<file path="src/md5_pkg.sv">
// ----------------------------------------------------------------------------
// md5_pkg
// Shared types, constants and round helpers for the MD5 digest block.
// ----------------------------------------------------------------------------
package md5_pkg;

   localparam logic [31:0] INIT_A = 32'h67452301;
   localparam logic [31:0] INIT_B = 32'hEFCDAB89;
   localparam logic [31:0] INIT_C = 32'h98BADCFE;
   localparam logic [31:0] INIT_D = 32'h10325476;
   localparam logic [7:0]  PAD_MARK = 8'h80;

   // four working or chaining words, a in the lowest bits
   typedef struct packed {
      logic [31:0] d;
      logic [31:0] c;
      logic [31:0] b;
      logic [31:0] a;
   } md5_work_type;

   localparam md5_work_type INIT_WORDS = '{d: INIT_D, c: INIT_C, b: INIT_B, a: INIT_A};

   // sine-derived additive constant for each round
   function automatic logic [31:0] sine_k(input logic [5:0] idx);
      logic [31:0] k;
      case (idx)
         6'd0:  k = 32'hd76aa478;  6'd1:  k = 32'he8c7b756;
         6'd2:  k = 32'h242070db;  6'd3:  k = 32'hc1bdceee;
         6'd4:  k = 32'hf57c0faf;  6'd5:  k = 32'h4787c62a;
         6'd6:  k = 32'ha8304613;  6'd7:  k = 32'hfd469501;
         6'd8:  k = 32'h698098d8;  6'd9:  k = 32'h8b44f7af;
         6'd10: k = 32'hffff5bb1;  6'd11: k = 32'h895cd7be;
         6'd12: k = 32'h6b901122;  6'd13: k = 32'hfd987193;
         6'd14: k = 32'ha679438e;  6'd15: k = 32'h49b40821;
         6'd16: k = 32'hf61e2562;  6'd17: k = 32'hc040b340;
         6'd18: k = 32'h265e5a51;  6'd19: k = 32'he9b6c7aa;
         6'd20: k = 32'hd62f105d;  6'd21: k = 32'h02441453;
         6'd22: k = 32'hd8a1e681;  6'd23: k = 32'he7d3fbc8;
         6'd24: k = 32'h21e1cde6;  6'd25: k = 32'hc33707d6;
         6'd26: k = 32'hf4d50d87;  6'd27: k = 32'h455a14ed;
         6'd28: k = 32'ha9e3e905;  6'd29: k = 32'hfcefa3f8;
         6'd30: k = 32'h676f02d9;  6'd31: k = 32'h8d2a4c8a;
         6'd32: k = 32'hfffa3942;  6'd33: k = 32'h8771f681;
         6'd34: k = 32'h6d9d6122;  6'd35: k = 32'hfde5380c;
         6'd36: k = 32'ha4beea44;  6'd37: k = 32'h4bdecfa9;
         6'd38: k = 32'hf6bb4b60;  6'd39: k = 32'hbebfbc70;
         6'd40: k = 32'h289b7ec6;  6'd41: k = 32'heaa127fa;
         6'd42: k = 32'hd4ef3085;  6'd43: k = 32'h04881d05;
         6'd44: k = 32'hd9d4d039;  6'd45: k = 32'he6db99e5;
         6'd46: k = 32'h1fa27cf8;  6'd47: k = 32'hc4ac5665;
         6'd48: k = 32'hf4292244;  6'd49: k = 32'h432aff97;
         6'd50: k = 32'hab9423a7;  6'd51: k = 32'hfc93a039;
         6'd52: k = 32'h655b59c3;  6'd53: k = 32'h8f0ccc92;
         6'd54: k = 32'hffeff47d;  6'd55: k = 32'h85845dd1;
         6'd56: k = 32'h6fa87e4f;  6'd57: k = 32'hfe2ce6e0;
         6'd58: k = 32'ha3014314;  6'd59: k = 32'h4e0811a1;
         6'd60: k = 32'hf7537e82;  6'd61: k = 32'hbd3af235;
         6'd62: k = 32'h2ad7d2bb;  default: k = 32'heb86d391;
      endcase
      return k;
   endfunction

   // left rotate amount per stage and round-within-group
   function automatic logic [4:0] rot_amt(input logic [1:0] stage, input logic [1:0] q);
      logic [4:0] n;
      case ({stage, q})
         4'h0: n = 5'd7;   4'h1: n = 5'd12;  4'h2: n = 5'd17;  4'h3: n = 5'd22;
         4'h4: n = 5'd5;   4'h5: n = 5'd9;   4'h6: n = 5'd14;  4'h7: n = 5'd20;
         4'h8: n = 5'd4;   4'h9: n = 5'd11;  4'hA: n = 5'd16;  4'hB: n = 5'd23;
         4'hC: n = 5'd6;   4'hD: n = 5'd10;  4'hE: n = 5'd15;  default: n = 5'd21;
      endcase
      return n;
   endfunction

   // message word used by a round
   function automatic logic [3:0] word_sel(input logic [5:0] rnd);
      logic [3:0] q;
      logic [3:0] g;
      q = rnd[3:0];
      case (rnd[5:4])
         2'd0:    g = q;
         2'd1:    g = 4'(q * 4'd5) + 4'd1;
         2'd2:    g = 4'(q * 4'd3) + 4'd5;
         default: g = 4'(q * 4'd7);
      endcase
      return g;
   endfunction

   function automatic logic [31:0] mix(input logic [1:0] stage, input logic [31:0] b,
                                       input logic [31:0] c, input logic [31:0] d);
      logic [31:0] f;
      case (stage)
         2'd0:    f = (b & c) | (~b & d);
         2'd1:    f = (d & b) | (~d & c);
         2'd2:    f = b ^ c ^ d;
         default: f = c ^ (b | ~d);
      endcase
      return f;
   endfunction

   function automatic logic [31:0] rotl(input logic [31:0] x, input logic [4:0] n);
      logic [63:0] w;
      w = {x, x} << n;
      return w[63:32];
   endfunction

endpackage

</file>
<file path="src/md5_round.sv">
// ----------------------------------------------------------------------------
// md5_round
// One MD5 round: mix function, constant and message word add, rotate, shift.
// ----------------------------------------------------------------------------
module md5_round (
   input  logic [5:0]           round_idx,
   input  logic [31:0]          msg_word,
   input  md5_pkg::md5_work_type work_cur,
   output md5_pkg::md5_work_type work_nxt
);
   import md5_pkg::*;

   logic [1:0]  stage;
   logic [31:0] sum;
   logic [31:0] rot;

   assign stage = round_idx[5:4];
   assign sum   = work_cur.a + mix(stage, work_cur.b, work_cur.c, work_cur.d)
                  + sine_k(round_idx) + msg_word;
   assign rot   = rotl(sum, rot_amt(stage, round_idx[1:0]));

   assign work_nxt.a = work_cur.d;
   assign work_nxt.b = work_cur.b + rot;
   assign work_nxt.c = work_cur.b;
   assign work_nxt.d = work_cur.c;

endmodule

</file>
<file path="src/md5_message_digest.sv">
// ----------------------------------------------------------------------------
// md5_message_digest
// Streaming MD5 hash: bytes in, one 128-bit digest out per message.
// ----------------------------------------------------------------------------
// Message bytes are taken one per cycle on the req_ side while req_tready is
// high; req_tuser high marks a transfer that carries a byte, req_tlast ends the
// message (a bare end marker with req_tuser low is allowed, also for an empty
// message). Bytes land in a 16-word block memory; every 64th byte starts a
// compression (one memory prefetch, 64 rounds, one chaining add), during
// which req_tready is low. At the end of a message the block inserts the pad
// bytes itself, one per cycle outside compressions, then the 64-bit bit
// length, which takes one or two compressions, and then loads the digest into
// the rsp_ register from the emit state once that register is free. A pending
// digest does not hold off the next message; only a second digest waits until
// the first is taken. No new bytes are taken while a block is compressed, a
// limit set by the single round unit and the block memory.
// ----------------------------------------------------------------------------
module md5_message_digest (
   input  logic         clock,
   input  logic         reset,
   input  logic         req_tvalid,
   output logic         req_tready,
   input  logic [7:0]   req_tdata,   // [7:0] data_byte
   input  logic         req_tuser,   // [0] has_byte
   input  logic         req_tlast,   // end_of_message
   output logic         rsp_tvalid,
   input  logic         rsp_tready,
   output logic [127:0] rsp_tdata    // [63:0] digest_first_half, [127:64] digest_second_half
);
   import md5_pkg::*;

   typedef enum logic [2:0] {
      ST_IDLE,
      ST_LOAD,
      ST_ROUND,
      ST_ADD,
      ST_PAD,
      ST_EMIT
   } state_type;

   state_type    state_ff, state_in;
   state_type    ret_ff, ret_in;
   logic [5:0]   pos_ff, pos_in;
   logic [5:0]   round_ff, round_in;
   logic [63:0]  count_ff, count_in;
   logic         mark_ff, mark_in;
   logic         len_ff, len_in;
   logic         rsp_valid_ff, rsp_valid_in;
   logic [127:0] rsp_data_ff, rsp_data_in;
   md5_work_type chain_ff, chain_in;
   md5_work_type work_ff, work_in;
   md5_work_type work_rnd;
   logic [31:0]  word_ff, word_in;

   logic         put_en;
   logic [7:0]   put_data;
   logic         mem_we;
   logic [3:0]   rd_addr;
   logic [5:0]   rd_rnd;
   logic [31:0]  rd_data_ff;
   logic [31:0]  blk_mem [16];

   md5_round u_round (
      .round_idx (round_ff),
      .msg_word  (rd_data_ff),
      .work_cur  (work_ff),
      .work_nxt  (work_rnd)
   );

   assign req_tready = (state_ff == ST_IDLE);
   assign rsp_tvalid = rsp_valid_ff;
   assign rsp_tdata  = rsp_data_ff;

   // prefetch the word of the next round
   assign rd_rnd  = (state_ff == ST_ROUND) ? round_ff + 6'd1 : '0;
   assign rd_addr = word_sel(rd_rnd);
   assign mem_we  = put_en && (pos_ff[1:0] == 2'd3);

   always_comb begin
      state_in     = state_ff;
      ret_in       = ret_ff;
      pos_in       = pos_ff;
      round_in     = round_ff;
      count_in     = count_ff;
      mark_in      = mark_ff;
      len_in       = len_ff;
      chain_in     = chain_ff;
      work_in      = work_ff;
      rsp_data_in  = rsp_data_ff;
      rsp_valid_in = rsp_valid_ff && !rsp_tready;
      put_en       = 1'b0;
      put_data     = '0;

      unique case (state_ff)
         ST_IDLE: begin
            if (req_tvalid) begin
               if (req_tuser) begin
                  put_en   = 1'b1;
                  put_data = req_tdata;
                  count_in = count_ff + 64'd8;
               end
               if (req_tuser && (pos_ff == 6'd63)) begin
                  state_in = ST_LOAD;
                  ret_in   = req_tlast ? ST_PAD : ST_IDLE;
               end else if (req_tlast) begin
                  state_in = ST_PAD;
               end
            end
         end
         ST_PAD: begin
            put_en = 1'b1;
            if (!mark_ff) begin
               put_data = PAD_MARK;
               mark_in  = 1'b1;
            end else if (len_ff || (pos_ff == 6'd56)) begin
               // length bytes, least significant first
               put_data = count_ff[{pos_ff[2:0], 3'b000} +: 8];
               len_in   = 1'b1;
            end
            if (pos_ff == 6'd63) begin
               state_in = ST_LOAD;
               ret_in   = len_ff ? ST_EMIT : ST_PAD;
            end
         end
         ST_LOAD: begin
            work_in  = chain_ff;
            round_in = '0;
            state_in = ST_ROUND;
         end
         ST_ROUND: begin
            work_in  = work_rnd;
            round_in = round_ff + 6'd1;
            if (round_ff == 6'd63) begin
               state_in = ST_ADD;
            end
         end
         ST_ADD: begin
            chain_in.a = chain_ff.a + work_ff.a;
            chain_in.b = chain_ff.b + work_ff.b;
            chain_in.c = chain_ff.c + work_ff.c;
            chain_in.d = chain_ff.d + work_ff.d;
            state_in   = ret_ff;
         end
         ST_EMIT: begin
            // hold until the output register is free
            if (!rsp_valid_ff || rsp_tready) begin
               rsp_data_in  = chain_ff;
               rsp_valid_in = 1'b1;
               chain_in     = INIT_WORDS;
               count_in     = '0;
               mark_in      = 1'b0;
               len_in       = 1'b0;
               state_in     = ST_IDLE;
            end
         end
         default: begin
            state_in = ST_IDLE;
         end
      endcase

      if (put_en) begin
         pos_in = pos_ff + 6'd1;
      end

      word_in = word_ff;
      if (put_en) begin
         case (pos_ff[1:0])
            2'd0:    word_in[7:0]   = put_data;
            2'd1:    word_in[15:8]  = put_data;
            2'd2:    word_in[23:16] = put_data;
            default: word_in[31:24] = put_data;
         endcase
      end
   end

   always_ff @(posedge clock) begin
      if (reset) begin
         state_ff     <= ST_IDLE;
         ret_ff       <= ST_IDLE;
         pos_ff       <= '0;
         round_ff     <= '0;
         count_ff     <= '0;
         mark_ff      <= 1'b0;
         len_ff       <= 1'b0;
         rsp_valid_ff <= 1'b0;
         chain_ff     <= INIT_WORDS;
      end else begin
         state_ff     <= state_in;
         ret_ff       <= ret_in;
         pos_ff       <= pos_in;
         round_ff     <= round_in;
         count_ff     <= count_in;
         mark_ff      <= mark_in;
         len_ff       <= len_in;
         rsp_valid_ff <= rsp_valid_in;
         chain_ff     <= chain_in;
      end
   end

   always_ff @(posedge clock) begin
      work_ff     <= work_in;
      word_ff     <= word_in;
      rsp_data_ff <= rsp_data_in;
   end

   // block word memory, one write port and one registered read port
   always_ff @(posedge clock) begin
      if (mem_we) begin
         blk_mem[pos_ff[5:2]] <= word_in;
      end
      rd_data_ff <= blk_mem[rd_addr];
   end

endmodule
</file>
<file path="config.mk">
export PLATFORM = sky130hd
export DESIGN_NAME = md5_message_digest
export DESIGN_NICKNAME = d
export VERILOG_FILES = /design/src/md5_pkg.sv /design/src/md5_round.sv /design/src/md5_message_digest.sv
export SDC_FILE = /design/constraint.sdc
export NUM_CORES = 2
export LEC_CHECK = 0
export ABC_CLOCK_PERIOD_IN_PS = 9900
export BUFFER_PORTS_ARGS = -buffer_cell sky130_fd_sc_hd__buf_2
export CAP_MARGIN = 20
export CORE_MARGIN = 2
export CORE_UTILIZATION = 63
export DETAILED_ROUTE_END_ITERATION = 10
export MAX_ROUTING_LAYER = met4
export PLACE_DENSITY_LB_ADDON = 0.25
export SLEW_MARGIN = 30
export SYNTH_ARGS = -nofsm -noshare
export SYNTH_HDL_FRONTEND = slang
export SYNTH_HIERARCHICAL = 1
export SYNTH_SLANG_ARGS = --single-unit
</file>
<file path="constraint.sdc">
create_clock -name clock -period 9.9 [get_ports clock]
set_input_delay 1.485 -clock clock [delete_from_list [all_inputs] [get_ports clock]]
set_output_delay 1.485 -clock clock [all_outputs]
set_load 0.005 [all_outputs]
</file>
# After elaboration in Yosys (flattened, before gate mapping)
# Memories as Yosys holds them, arrays and structs flattened. A register that Yosys moved wholly into a read port is not among the register bits.
# Cells that the tools add are included.
[classes]
add_sub_neg = 13
multipliers = 3
n_eq_ne = 24
shifts = 2
mux = 50
n_bitwise = 12
reduce_logical = 24
[op_table]
columns = ["op", "n"]
rows = [
  ["case mux 128 bit (2 select lines)", 2],
  ["adder 32 bit", 8],
  ["2-to-1 mux 64 bit", 3],
  ["bitwise AND 32 bit", 4],
  ["2-to-1 mux 128 bit", 1],
  ["case mux 64 bit (2 select lines)", 1],
  ["OR 32 bit", 3],
  ["case mux 32 bit (3 select lines)", 1],
  ["XOR 32 bit", 3],
  ["adder 64 x 4 -> 64 bit, second input constant", 1],
  ["2-to-1 mux 8 bit", 8],
  ["NOT 32 bit", 2],
  ["indexed part select 64 x 7 -> 8 bit", 1],
  ["left shift 64 x 5 -> 64 bit", 1],
  ["2-to-1 mux 32 bit", 1],
  ["2-to-1 mux 3 bit", 10],
  ["equality test 6 bit, second input constant", 3],
  ["2-to-1 mux 6 bit", 3],
  ["case mux 3 bit (6 select lines)", 1],
  ["case mux 8 bit (2 select lines)", 1],
  ["adder 6 x 1 -> 6 bit, second input constant", 2],
  ["case mux 4 bit (3 select lines)", 1],
  ["case mux 6 bit (2 select lines)", 1],
  ["AND reduction 4 bit", 3],
  ["other kinds (25)", 63],
]
[totals]
reg_bits = 501
ram_bits = 512
romBits = 2128
in_bits = 14
out_inout_bits = 130
elab_cells = 149
memories = 3
[mem_list]
columns = ["memory", "words", "word_bits", "read_ports", "rd_ports_with_merged_regs", "write_ports", "line", "source"]
rows = [
  ["(name not given)", 64, 32, 1, 1, 0, "md5_pkg.sv:26", "case (idx)"],
  ["blk_mem", 16, 32, 1, 1, 1, "md5_message_digest.sv:61", "logic [31:0] blk_mem [16];"],
  ["(name not given)", 16, 5, 1, 1, 0, "md5_pkg.sv:66", "case ({stage, q})"],
]

# Longest topological paths before layout
[logic_depth]
depth_word = 10
mapped_depth = 41
mapped_depth_nobuf = 40

# By module
# The synthesis kept the hierarchy.
[by_module_without_submodules]
columns = ["mod", "instances", "cells_each", "area_each_um2"]
rows = [
  ["md5_message_digest", 1, 3142, 44924.3],
  ["md5_round", 1, 1877, 12682.2],
]

# Worst setup path before layout
# Ideal clock, no wire load.
[synth_timing]
path_kind = "register to register"
from = "register round_ff[1] (netlist name)"
to = "register work_ff[60] (netlist name) (data pin)"
setup_ns = 0.260
arrival_time_ns = 8.795
t_required_ns = 9.640
slack_ns = 0.845
stages_incl_launch_ff = 40
path_buffers = 1
period_less_slack_ns = 9.055
cell_sequence = "dfxtp_1 clkinv_1 ha_1 or2_1 buf_4 nand3_1 o311ai_0 o21ai_0 a221o_1 fa_1 inv_1 fa_1 inv_1 ha_1 inv_1 fa_1 and2b_1 o31a_1 [4 not listed] nor2_1 mux4_2 a21o_1 o21ai_1 mux2i_1 ha_1 fa_1 a21oi_1 o22ai_1 o21a_1 o41ai_1 or3_1 a31oi_1 a221o_1 a21o_1 a21oi_1 xnor2_1 mux2_2"
[synth_rtl]
columns = ["element", "line", "source"]
rows = [
  ["to (signal assigned)", "md5_message_digest.sv:201", "work_ff <= work_in;"],
  ["to (decl)", "md5_message_digest.sv:51", "md5_work_type work_ff, work_in;"],
]

==> results.cfg <==
[global_route]
grt_use_total_pct = 36.8
antenna_found_initial = 6
grt_pass1_wl_um = 251000
grt_overflow = 0
grt_pass1_vias = 39900
grt_max_degree = 132

[min_path]
hp-class = reg2reg

[routing]
drt-pass1-iter-count = 8
postRouteWirelength_um = 170000
dr.first_iter.drc_count = 5439
vias = 42100
drc = 0
wl_per_cell_um = 27.0
viasPerCell = 6.69
ant_nets = 0

[floorplanning]
rows = 110
die_y_um = 306
dieArea_sq_um = 93900
pin_count = 144
die_w_um = 306
fp.coreArea_sq_um = 90300
initial_core_util_pct = 63.8

[cts]
cts.htree.levels = 3
cts-resized-gates = 0
clock-sinks = 1041
cts_buffers = 103
postCtsSetupBuffers = 0
clkTransAtPathRegs_ps = 70
cts_tree = yes
hold_buffers = 0
cts_buffer_depth = 3
worstSkewPairLatency_ps = 730
clock-root-buffer = clkbuf_16

[sta]
slew_headroom_pct = 30.5
hold_violations = 0
post-route-period-util_pct = 96.6
finClkSkew_ps = 41.2
clock.fmax_mhz = 105
fin_crit_ps = 9570
setup_tns_ps = 0
max_slew.worst_pin.slew_ps = 1040
drv_slew = 0
setup_viol = 0
rsz0062_at_grt = no
holdWs_ps = 468

[run_status]
status = completed

[power]
power.density_nw_per_um2 = 241
ir_drop_uv = 219
p_leak_nw = 23.3
finalPower_mw = 15.1

[worst_setup_path]
required_ps = 10350
endpoint_kind = register
crit_type = reg2reg
path_delay_family = compound AO/OA/AOI/OAI gates
cp_slowest_stage_delay_ps = 560
arrival_ps = 10020
path_buf_inv = 5
slowest_stage = fa_1
cp_max_fo = 11
start_kind = register

[final_layout]
mostFrequentLayoutCells = edfxtp_1 (768), nor2_1 (387), a21oi_1 (366), nand2_1 (313), dfxtp_1 (269)
area_growth_pct = 9.01
final_nets = 5323
drive_gt1_share_pct = 16.6
final_common_cell = edfxtp_1

[logic_synthesis]
syn_nets = 5315
ys_seq_area_share_pct = 49.5
synth-edff-count = 768
async_flop_share_pct = 0
netlist_area_sq_um = 57600
ys_types = 108
syn_avg_cell_area_sq_um = 11.5
synth_ff_type = edfxtp_1
synth_warnings = 6
yosys_register_bits = 1041
synth_cells = 5019

[place]
hpwl_um = 114000
numPortBuffers = 143
gp_routability_congestion = 1.05

[run]
max_cap_violations = 0
==> final cells by class <==
cell class	instances	area [sq um]
sequential	1041	28500
fill	6287	27500
multi-input combinational	3402	26700
clock buffer	129	2740
timing repair buffer	260	1690
tap	1176	1470
inverter	219	832
clock inverter	65	790
antenna	3	7.51
==> worst reg2reg max path, delay by kind of cell (launching register included) <==
family                   cells  cell delay (ps)
XOR/XNOR                     1               80
multiplexers                 3              890
flip-flops                   1              330
adder cells (fa/ha/maj)      6             2330
AND/OR/NAND/NOR              5              680
buffers and inverters        5              980
AO/OA/AOI/OAI               19             3990
==> path summary, 6_finish.rpt <==
path / cells after the start / startpoint / endpoint / slack, ps
min: 0 / chain_ff[31]$_SDFFE_PP0P_ / rsp_tdata[31]$_DFFE_PP_ / 470
max reg2reg: 39 / round_ff[1]$_SDFFE_PP0P_ / work_ff[60]$_DFFE_PP_ / 330
min reg2reg: 0 / chain_ff[31]$_SDFFE_PP0P_ / rsp_tdata[31]$_DFFE_PP_ / 470
max: 39 / round_ff[1]$_SDFFE_PP0P_ / work_ff[60]$_DFFE_PP_ / 330
==> through the flow <==
step	instances	util [%]	cell area [sq um]	setup slack, ps
2_1_floorplan	5019	-	57600	845
3_3_place_gp	6089	65.4	59000	135
3_5_place_dp	6094	65.4	59100	336
4_1_cts	6288	69.3	62600	256
5_1_grt	6295	69.6	62800	6.84
6_report	6295	69.6	62800	334
==> registers in the layout (all words and copies together) (netlist names) <==
signal	count
blk_mem	512
chain_ff	128
count_ff	61
len_ff	1
mark_ff	1
pos_ff	6
rd_data_ff	32
ret_ff	2
round_ff	6
rsp_tdata	128
rsp_tvalid	1
state_ff	3
word_ff	32
work_ff	128
==> logic make-up (layout without fill, tap and decap cells) <==
kind of cell | count (synthesis) | after routing | synth area share, %
muxes | 465 | 465 | 11.8
adders and majority gates | 313 | 313 | 7.55
AOI/OAI and AO/OA | 1185 | 1185 | 12.9
xor gates and xnor gates | 267 | 267 | 4.15
buffers and inverters | 576 | 673 | 4.71
DFF | 1041 | 1041 | 49.5
other | 0 | 3 | 0
and+or+nand+nor | 1172 | 1172 | 9.40
==> cell usage after synthesis (28+ instances only) <==
| cell type | number | area share, % |
|---|---|---|
| inv_1 | 213 | 1.4 |
| xnor2_1 | 116 | 1.8 |
| buf_1 | 28 | 0.18 |
| nor3_1 | 79 | 0.69 |
| o22ai_1 | 33 | 0.36 |
| nand2_1 | 315 | 2.1 |
| a21oi_1 | 397 | 3.4 |
| a31oi_1 | 104 | 1.1 |
| edfxtp_1 | 768 | 40 |
| nor2_1 | 402 | 2.6 |
| a21o_1 | 79 | 1.0 |
| fa_1 | 68 | 2.4 |
| clkbuf_1 | 166 | 1.1 |
| o21ai_0 | 231 | 2.0 |
| buf_2 | 41 | 0.36 |
| buf_4 | 112 | 1.5 |
| o221ai_1 | 33 | 0.50 |
| nand2b_1 | 29 | 0.31 |
| maj3_1 | 31 | 0.54 |
| nand4_1 | 31 | 0.34 |
| o21a_1 | 37 | 0.48 |
| and3_1 | 38 | 0.41 |
| or3_1 | 32 | 0.35 |
| nand3_1 | 129 | 1.1 |
| mux2i_1 | 161 | 2.8 |
| dfxtp_1 | 273 | 9.5 |
| ha_1 | 214 | 4.6 |
| mux2_2 | 147 | 2.9 |
| mux4_2 | 156 | 6.1 |
| a211oi_1 | 41 | 0.53 |
| xor2_1 | 147 | 2.2 |
==> report_power, final <==
part | internal (mW) | switching (mW) | total, mW | leakage, nW
clock | 2.30 | 1.78 | 4.08 | 1.69
sequential | 5.26 | 0.149 | 5.41 | 9.06
combinational | 2.14 | 3.48 | 5.62 | 12.6
==> per-layer routing <==
metal / part of all wire, % / global-route usage, % / wire length [um]
met4: 5.3 / 17.7 / 8940
met2: 49 / 59.5 / 82400
met1: 37 / 45.3 / 63300
met3: 8.9 / 6.20 / 15100
met5: 0 / - / 0
Note: power is estimated with default switching activity, not from simulation.
